<file path="src/design/mre_pkg.sv">
`timescale 1ns / 1ps
// ----------------------------------------------------------------------------
// mre_pkg
// shared constants and types for the mandelbrot row escape unit
// ----------------------------------------------------------------------------
package mre_pkg;

    localparam int COLUMNS   = 16;
    localparam int COL_W     = 8;
    localparam int CNT_W     = 10;
    localparam int WORD_W    = 32;
    localparam int PROD_W    = 64;
    localparam int CFG_IDX_W = 2;
    localparam int OUT_TDATA_W = 24;

    localparam logic [COL_W-1:0] LAST_COL = COL_W'(COLUMNS - 1);

    // configuration register indexes
    localparam logic [CFG_IDX_W-1:0] REG_RE_START   = 2'd0;
    localparam logic [CFG_IDX_W-1:0] REG_RE_STEP    = 2'd1;
    localparam logic [CFG_IDX_W-1:0] REG_ITER_LIMIT = 2'd2;

    localparam logic signed [WORD_W-1:0] RE_START_RST   = 32'shFFFE_6667;
    localparam logic signed [WORD_W-1:0] RE_STEP_RST    = 32'sd4369;
    localparam logic [CNT_W-1:0]         ITER_LIMIT_RST = 10'd64;

    // 4.0 in 16.16
    localparam logic signed [WORD_W-1:0] BAILOUT = 32'sh0004_0000;

    typedef logic signed [WORD_W-1:0] t_word;
    typedef logic signed [PROD_W-1:0] t_prod;

endpackage

</file>
<file path="src/design/mre_mul.sv">
`timescale 1ns / 1ps
// ----------------------------------------------------------------------------
// mre_mul
// shared signed 32x32 multiplier with registered 64-bit product
// ----------------------------------------------------------------------------
module mre_mul (
    input  logic          i_clk,
    input  mre_pkg::t_word i_a,
    input  mre_pkg::t_word i_b,
    output mre_pkg::t_prod o_prod
);

    mre_pkg::t_prod r_prod;

    always_ff @(posedge i_clk) begin
        r_prod <= mre_pkg::t_prod'(i_a) * mre_pkg::t_prod'(i_b);
    end

    assign o_prod = r_prod;

endmodule

</file>
<file path="src/design/mandelbrot_row_escape_unit.sv">
`timescale 1ns / 1ps
// ----------------------------------------------------------------------------
// mandelbrot_row_escape_unit
// escape-time orbit over one row of points in 16.16 fixed point
// ----------------------------------------------------------------------------
//  channel | direction | signals                     | contents
//  s       | in        | i_s_tvalid/o_s_tready/tdata | imag_coord [31:0]
//  m       | out       | o_m_tvalid/i_m_tready/tdata | column [7:0], escape_count [17:8]
//          |           | o_m_tlast                   | last_column
//  cfg     | in        | i_cfg_we/i_cfg_idx/i_cfg_data | re_start, re_step, iter_limit
//
//  one orbit iteration runs on the single shared multiplier in the steps
//  x*x, y*y, x*y, update; a column ends when the limit stops it or on bailout,
//  and its item is then held until i_m_tready takes it
//  a row is one accept then COLUMNS items; o_s_tready is high only between rows
//  synchronous active-low reset clears control state and loads register defaults
// ----------------------------------------------------------------------------
module mandelbrot_row_escape_unit (
    input  logic        i_clk,
    input  logic        i_rst_n,
    input  logic        i_s_tvalid,
    output logic        o_s_tready,
    input  logic [31:0] i_s_tdata,   // imag_coord [31:0]
    output logic        o_m_tvalid,
    input  logic        i_m_tready,
    output logic [mre_pkg::OUT_TDATA_W-1:0] o_m_tdata, // column [7:0], escape_count [17:8]
    output logic        o_m_tlast,
    input  logic        i_cfg_we,
    input  logic [mre_pkg::CFG_IDX_W-1:0] i_cfg_idx,
    input  logic [31:0] i_cfg_data
);

    localparam logic [2:0] S_IDLE = 3'd0;
    localparam logic [2:0] S_MXX  = 3'd1;
    localparam logic [2:0] S_MYY  = 3'd2;
    localparam logic [2:0] S_MXY  = 3'd3;
    localparam logic [2:0] S_UPD  = 3'd4;
    localparam logic [2:0] S_WAIT = 3'd5;

    logic [2:0] r_state, n_state;

    mre_pkg::t_word r_re_start, r_re_step;
    logic [mre_pkg::CNT_W-1:0] r_iter_limit;

    mre_pkg::t_word r_ci, r_cr, r_zx, r_zy, r_zx2, r_zy2;
    logic [mre_pkg::CNT_W-1:0] r_iter;
    logic [mre_pkg::COL_W-1:0] r_col;

    logic r_out_valid, r_out_last;
    logic [mre_pkg::COL_W-1:0] r_out_col;
    logic [mre_pkg::CNT_W-1:0] r_out_cnt;

    mre_pkg::t_word mul_a, mul_b;
    mre_pkg::t_prod prod;
    mre_pkg::t_word prod_s16, prod_s15, mag_sum;
    logic bail, at_limit, out_take, in_take;

    mre_mul u_mul (
        .i_clk  (i_clk),
        .i_a    (mul_a),
        .i_b    (mul_b),
        .o_prod (prod)
    );

    // floor shift then keep the low 32 bits
    assign prod_s16 = prod[47:16];
    assign prod_s15 = prod[46:15];
    assign mag_sum  = r_zx2 + prod_s16;
    assign bail     = (mag_sum > mre_pkg::BAILOUT);
    assign at_limit = (r_iter >= r_iter_limit);
    assign out_take = r_out_valid && i_m_tready;
    assign in_take  = i_s_tvalid && o_s_tready;

    always_comb begin
        mul_a = r_zx;
        mul_b = r_zx;
        unique case (r_state)
            S_MYY:   begin mul_a = r_zy; mul_b = r_zy; end
            S_MXY:   begin mul_a = r_zx; mul_b = r_zy; end
            default: begin mul_a = r_zx; mul_b = r_zx; end
        endcase
    end

    always_comb begin
        n_state = r_state;
        unique case (r_state)
            S_IDLE: if (in_take) n_state = S_MXX;
            S_MXX:  n_state = at_limit ? S_WAIT : S_MYY;
            S_MYY:  n_state = S_MXY;
            S_MXY:  n_state = bail ? S_WAIT : S_UPD;
            S_UPD:  n_state = S_MXX;
            S_WAIT: begin
                if (out_take) n_state = r_out_last ? S_IDLE : S_MXX;
            end
            default: n_state = S_IDLE;
        endcase
    end

    always_ff @(posedge i_clk) begin
        if (!i_rst_n) begin
            r_state      <= S_IDLE;
            r_out_valid  <= 1'b0;
            r_re_start   <= mre_pkg::RE_START_RST;
            r_re_step    <= mre_pkg::RE_STEP_RST;
            r_iter_limit <= mre_pkg::ITER_LIMIT_RST;
        end else begin
            r_state <= n_state;
            if (i_cfg_we) begin
                unique case (i_cfg_idx)
                    mre_pkg::REG_RE_START:   r_re_start   <= i_cfg_data;
                    mre_pkg::REG_RE_STEP:    r_re_step    <= i_cfg_data;
                    mre_pkg::REG_ITER_LIMIT: r_iter_limit <= i_cfg_data[mre_pkg::CNT_W-1:0];
                    default: ;
                endcase
            end
            if ((r_state == S_MXX && at_limit) || (r_state == S_MXY && bail)) begin
                r_out_valid <= 1'b1;
            end else if (out_take) begin
                r_out_valid <= 1'b0;
            end
        end
    end

    // datapath
    always_ff @(posedge i_clk) begin
        unique case (r_state)
            S_IDLE: begin
                if (in_take) begin
                    r_ci   <= i_s_tdata;
                    r_cr   <= r_re_start;
                    r_col  <= '0;
                    r_zx   <= '0;
                    r_zy   <= '0;
                    r_iter <= '0;
                end
            end
            S_MXX: begin
                if (at_limit) begin
                    r_out_col  <= r_col;
                    r_out_cnt  <= r_iter;
                    r_out_last <= (r_col == mre_pkg::LAST_COL);
                end
            end
            S_MYY: r_zx2 <= prod_s16;
            S_MXY: begin
                r_zy2 <= prod_s16;
                if (bail) begin
                    r_out_col  <= r_col;
                    r_out_cnt  <= r_iter;
                    r_out_last <= (r_col == mre_pkg::LAST_COL);
                end
            end
            S_UPD: begin
                r_zy   <= prod_s15 + r_ci;
                r_zx   <= r_zx2 - r_zy2 + r_cr;
                r_iter <= r_iter + 1'b1;
            end
            S_WAIT: begin
                if (out_take && !r_out_last) begin
                    r_col  <= r_col + 1'b1;
                    r_cr   <= r_cr + r_re_step;
                    r_zx   <= '0;
                    r_zy   <= '0;
                    r_iter <= '0;
                end
            end
            default: ;
        endcase
    end

    assign o_s_tready = (r_state == S_IDLE);
    assign o_m_tvalid = r_out_valid;
    assign o_m_tdata  = {6'd0, r_out_cnt, r_out_col};
    assign o_m_tlast  = r_out_last;

`ifndef SYNTHESIS
    a_valid_in_wait: assert property (@(posedge i_clk) disable iff (!i_rst_n)
        o_m_tvalid |-> (r_state == S_WAIT))
        else $error("result item shown outside the wait state");

    a_no_accept_busy: assert property (@(posedge i_clk) disable iff (!i_rst_n)
        o_m_tvalid |-> !o_s_tready)
        else $error("row accepted while a result is pending");

    a_last_to_idle: assert property (@(posedge i_clk) disable iff (!i_rst_n)
        (o_m_tvalid && i_m_tready && o_m_tlast) |=> (r_state == S_IDLE))
        else $error("row did not end after its last item");

    a_count_bound: assert property (@(posedge i_clk) disable iff (!i_rst_n)
        o_m_tvalid |-> (r_out_cnt <= r_iter_limit))
        else $error("escape count above the iteration limit");
`endif

endmodule

</file>
<file path="config.mk">
export PLATFORM = sky130hd
export DESIGN_NAME = mandelbrot_row_escape_unit
export DESIGN_NICKNAME = d
export VERILOG_FILES = /design/src/design/mre_pkg.sv /design/src/design/mre_mul.sv /design/src/design/mandelbrot_row_escape_unit.sv
export SDC_FILE = /design/constraint.sdc
export NUM_CORES = 2
export LEC_CHECK = 0
export ABC_AREA = 1
export ABC_CLOCK_PERIOD_IN_PS = 10600
export BUFFER_PORTS_ARGS = -buffer_cell sky130_fd_sc_hd__buf_4
export CAP_MARGIN = 20
export CORE_MARGIN = 4
export CORE_UTILIZATION = 30
export DETAILED_ROUTE_END_ITERATION = 10
export PLACE_DENSITY = 0.54
export SLEW_MARGIN = 20
export SYNTH_ARGS = -nofsm -noshare
export SYNTH_HDL_FRONTEND = slang
export SYNTH_SLANG_ARGS = --single-unit
</file>
<file path="constraint.sdc">
create_clock -name i_clk -period 10.6 [get_ports i_clk]
set_clock_uncertainty 0.15 [all_clocks]
set_input_delay 0.53 -clock i_clk [delete_from_list [all_inputs] [get_ports i_clk]]
set_output_delay 0.53 -clock i_clk [all_outputs]
set_load 0.1 [all_outputs]
</file>
Yosys cells after proc, flatten, opt, wreduce, memory -nomap -nowiden
Cells that the tools add are included.
Cells by class
  equality and inequality tests: 13
  multiplexer cells: 32
  reduce and logical (&&, ||, !) cells: 22
  $lt $le $gt $ge: 2
  $mul: 1
  bitwise gates (word level): 0
  shifts and indexed selects: 0
  divide/modulo/power cells: 0
  add/sub/neg operators: 7
Operators with widths (number)
  32-bit 2-to-1 mux: 6
  32-bit case mux with 3 select lines: 2
  32-bit adder: 4
  32-bit case mux with 2 select lines: 1
  32-bit by 32-bit multiplier with 48-bit output: 1
  10-bit 2-to-1 mux: 4
  32-bit by 20-bit greater-than comparator with 1-bit output (second input constant): 1
  8-bit 2-to-1 mux: 4
  8-bit case mux with 2 select lines: 2
  32-bit subtractor: 1
  10-bit case mux with 3 select lines: 1
  10-bit case mux with 2 select lines: 1
  3-bit case mux with 6 select lines: 1
  10-bit by 1-bit adder with 10-bit output (second input constant): 1
  10-bit >= comparator: 1
  2-bit AND reduction: 5
  3-bit 2-to-1 mux: 3
  3-bit AND reduction: 3
  8-bit by 1-bit adder with 8-bit output (second input constant): 1
  8-bit by 4-bit == test with 1-bit output (second input constant): 1
  2-bit != test (second input constant): 4
  3-bit by 2-bit == test with 1-bit output (second input constant): 2
  3-bit == test (second input constant): 2
  1-bit 2-to-1 mux: 6
  other kinds (13): 19
Storage, ports and cells
  memories kept: 0
  memory bits (read-only): 0
  register bits: 355
  bits in writable memories: 0
  latch bits: 0

Logic depth before layout (Yosys ltp)
  word-level depth: 5
  mapped depth: 38

Hierarchy
Synthesis repeated with hierarchy kept, for this count alone.
Second synthesis, totals
  cell total of the unflattened synthesis: 7559
  area total of the unflattened synthesis: 60083.9 µm²
Modules (own cells, without submodules)
  mre_mul: times used 1, seq. area each 1281.2 µm², area an instance 39686.8 µm², cells an instance 4979
  mandelbrot_row_escape_unit: times used 1, seq. area each 8438.1 µm², area an instance 20397.1 µm², cells an instance 2580

Least setup slack after synthesis
Ideal clock, no wire load.
  path kind: flip-flop to flip-flop
  start point: reg r_state[0]
  end point: reg u_mul.r_prod[46], in the netlist u_mul.o_prod[46]
  path buffers: 3
  data arrival time: 8.130 ns
  setup time: 0.072 ns
  stages on the path, launching flop included: 33
  period minus slack after synthesis: 8.351 ns
  path slack: 2.249 ns
  required time: 10.378 ns
  cells stage by stage: dfxtp_1 inv_1 nand3_2 inv_2 buf_2 clkbuf_1 or2_2 nand2_1 inv_1 clkbuf_1 nand2_1 fa_1 inv_1 fa_1 inv_1 fa_1 inv_1 fa_1 fa_1 fa_1 fa_1 inv_1 fa_1 inv_1 ha_1 a21oi_1 o21ai_0 a21oi_1 inv_1 a221oi_1 o21ai_0 nor2_1 xor2_1
Between the ends
  word-level cells in the longest chain between the ends: 4
  elaborated cells on any way between the ends: 6
  classes of those cells: mul: 1; eq/ne: 2; mux: 2; reduce/logical: 1
Ends and longest elaborated chain
  from (decl): line mandelbrot_row_escape_unit.sv:40  | logic [2:0] r_state, n_state;
  from (signal assigned): line mandelbrot_row_escape_unit.sv:107  | r_state <= n_state;
  3-bit by 2-bit == test with 1-bit output: line mandelbrot_row_escape_unit.sv:77  | unique case (r_state)
  2-bit OR reduction (no source line)
  32-bit 2-to-1 mux: line mandelbrot_row_escape_unit.sv:77
  32-bit by 32-bit multiplier with 48-bit output *: line mre_mul.sv:16  | r_prod <= mre_pkg::t_prod'(i_a) * mre_pkg::t_prod'(i_b);
  to (signal assigned): line mre_mul.sv:16
  to (decl): line mre_mul.sv:13  | mre_pkg::t_prod r_prod;
Mark *: on every way between the ends. The rest lies on a longest branch, timed or not.
A chain may end at the register's enable or synchronous reset.

Worst setup path after layout
  start point: reg r_state[2]
  end point: reg u_mul.r_prod[45], in the netlist u_mul.o_prod[45]
The elaborated chain is that of the path after synthesis.

==> metrics.yaml <==
outcome:
  status: "completed"
synthesis:
  ys_seq_area_share_pct: 18.6
  yosys-top-cells-area: "fa_1 (36%), edfxtp_1 (14%), inv_1 (10%)"
  yosys_register_bits: 340
  yosysTopAreaCell: "fa_1"
  synth_edf_count: 229
  synth_area_sq_um: 48800
  synth_top_area_share_pct: 35.7
  synth-async-reset-ratio_pct: 0
  ys_types: 59
  yosys_warnings: 0
  netlist_instances: 5898
  synthFlopType: "edfxtp_1"
  syn_area_per_cell_sq_um: 8.28
finish:
  drive_gt1_share_pct: 5.34
  layout_commonest_cell: "inv_1"
  num-nets-final: 7221
  syn_to_final_growth_pct: 10.5
  finish.utilization_pct: 33.5
  final_cells: 8168
  nFillCells: 17200
  mostFrequentLayoutCells: "inv_1 (1302), nand2_1 (1179), fa_1 (872)"
  diodes: 0
worst_setup_path:
  cp_slowest_stage_delay_ps: 750
  timing.rr.start: "r_state[2]$_SDFFE_PN0P_"
  rrSetupSlack_ps: 1040
  worstRegToRegCells: 29
  cp.depth: 29
  critPathTopFamily: "adder cells"
  start_kind: "flop"
  worstPathRequired_ps: 10880
  crit_end: "u_mul.o_prod[45]$_DFF_P_"
  cp_max_fo: 47
  end_kind: "flop"
  crit_start: "r_state[2]$_SDFFE_PN0P_"
  cpMaxStageDelayCell: "clkinv_1"
  r2r_end: "u_mul.o_prod[45]$_DFF_P_"
  path_buf_inv: 8
  cp.arrival_ps: 9840
  path_common_cell: "fa_1"
  critical_path_class: "reg2reg"
routing:
  drt_iter0_markers: 2798
  highest_layer: "met4"
  wl_per_cell_microns: 19.7
  route.met2.wl_mm: 76.3
  viasPerCell: 4.74
  met1_length_mm: 69.1
  wl_met3_mm: 9.95
  drc: 0
  wl_mm: 161
  antenna_left: 0
  vias: 38700
  drt_pass1_iterations: 6
timing:
  relSlewSlack_pct: 29.5
  worst_pin_slew_ps: 1050
  tns_ps: 0
  max_freq_mhz: 105
  min_period_ps: 9560
  drv_slew: 0
  hold_viol: 0
  fin_ws_ps: 1040
  fin_crit_sh_pct: 90.2
  setup_viol: 0
  rsz0062_at_grt: "no"
global_routing:
  overflow: 0
  grt_pass1_vias: 40800
  grt_max_degree: 78
  antenna_found_initial: 0
  grt_pass1_wl_mm: 249
  grt_usage_pct: 19.2
worst_hold_path:
  hold_class: "in2reg"
die:
  die_w_microns: 411
  rows: 147
  die_h_microns: 411
  core-area_sq_um: 161000
  io_pins: 98
  die_area_sq_um: 169000
  start_util_pct: 30.3
clock_network:
  tritoncts: "done"
  clk_latency_ps: 590
  cts.clk_slew.worst_paths_ps: 60
  cts_root_buffer: "clkbuf_16"
  cts_setup_buffers: 0
  cts_buffer_depth: 3
  cts_resized: 0
  clock-sinks: 340
  h-tree-depth: 2
  cts_buffers: 38
place:
  placed_cells: 8063
  dpl.hpwl_mm: 134
  dp_slack_ps: 1300
  place_congestion: 0.921
  port_buffers: 91
flow_run:
  drv_cap: 0
## what timing repair did
item	CTS	global route
endpoints found under the hold margin	37	0
hold buffers	35	0
endpoints found under the setup margin	0	0
## stage by stage
step	instance area, sq um	hold slack, ps
after global routing	54000	21.7
after global placement	52300	287
after detailed placement	52300	293
final	54000	27.7
after floorplan	48900	276
after CTS	54000	1.69
## kinds of logic (layout without fill, tap and decap cells)
logic type | count (synthesis) | count (layout) | synth area share [%]
buf+inv | 1509 | 1614 | 11.7
simple gates | 2208 | 2208 | 17.9
compound gates | 576 | 576 | 6.59
fa+ha+maj | 1172 | 1172 | 43.4
flops | 340 | 340 | 18.6
other cells | 1 | 6 | 0.00768
xor+xnor | 92 | 92 | 1.69
## layout make-up
type	instances	area [sq um]	share of cell area [%]
multi-input cells	4054	34200	63.3
flip-flops and latches	340	9100	16.9
inverters	1329	4990	9.24
well taps	2160	2700	5.01
repair buffers	215	1700	3.15
clock buffers	56	1130	2.09
clock inverters	14	195	0.362
## registers in the layout, summed over array words and instances, names as in the netlist, 32 cells and up
signal	flops
u_mul.o_prod	33
r_ci	32
r_cr	32
r_re_start	32
r_re_step	32
r_zx2	32
r_zx	32
r_zy2	32
r_zy	32
## per-layer routing
layer / vias to the layer above / GRT usage (%)
met2: 1232 / 32.6
met5: - / 0
met1: 19400 / 25.6
li1: 17900 / -
met3: 235 / 2.44
met4: 0 / 5.81
## how the worst min path moves through the flow
stage	startpoint	to	slack [ps]	depth (start not counted)
final	i_cfg_data[10]	r_re_start[10]$_SDFFE_PN1P_	30	3
after global placement	r_col[3]$_SDFFCE_PP0P_	r_out_col[3]$_DFFE_PP_	290	0
after CTS	i_cfg_data[4]	r_re_step[4]$_SDFFE_PN1P_	2	3
after floorplan	r_col[3]$_SDFFCE_PP0P_	r_out_col[3]$_DFFE_PP_	280	0
after detailed placement	r_re_start[22]$_SDFFE_PN1P_	r_re_start[22]$_SDFFE_PN1P_	290	2
after global routing	i_cfg_data[24]	r_re_start[24]$_SDFFE_PN1P_	20	3
## synth_stat cells (all sizes together), types with 2 or more instances
| master | number |
|---|---|
| dfxtp | 111 |
| o221ai | 4 |
| o31ai | 3 |
| nand3 | 133 |
| nor2 | 767 |
| a2111oi | 4 |
| clkinv | 16 |
| a21boi | 6 |
| o21ai | 198 |
| xor2 | 53 |
| buf | 28 |
| and2 | 2 |
| a211oi | 3 |
| o21a | 44 |
| nand3b | 6 |
| ha | 300 |
| nor4 | 9 |
| nor3b | 3 |
| xnor2 | 38 |
| a21oi | 265 |
| a21o | 7 |
| or2 | 34 |
| clkbuf | 152 |
| a31oi | 14 |
| nor3 | 39 |
| o211ai | 8 |
| o21bai | 11 |
| edfxtp | 229 |
| fa | 872 |
| a221oi | 3 |
| inv | 1313 |
| nand4 | 32 |
| nand2 | 1181 |
## worst min-delay path, cell delays in order
cell and delay, ps:
buf_4 80, nand2_1 40, nand3_1 60
Power is not shown: default switching activity piles up to over one toggle a cycle in this logic, so the estimate is an artifact.
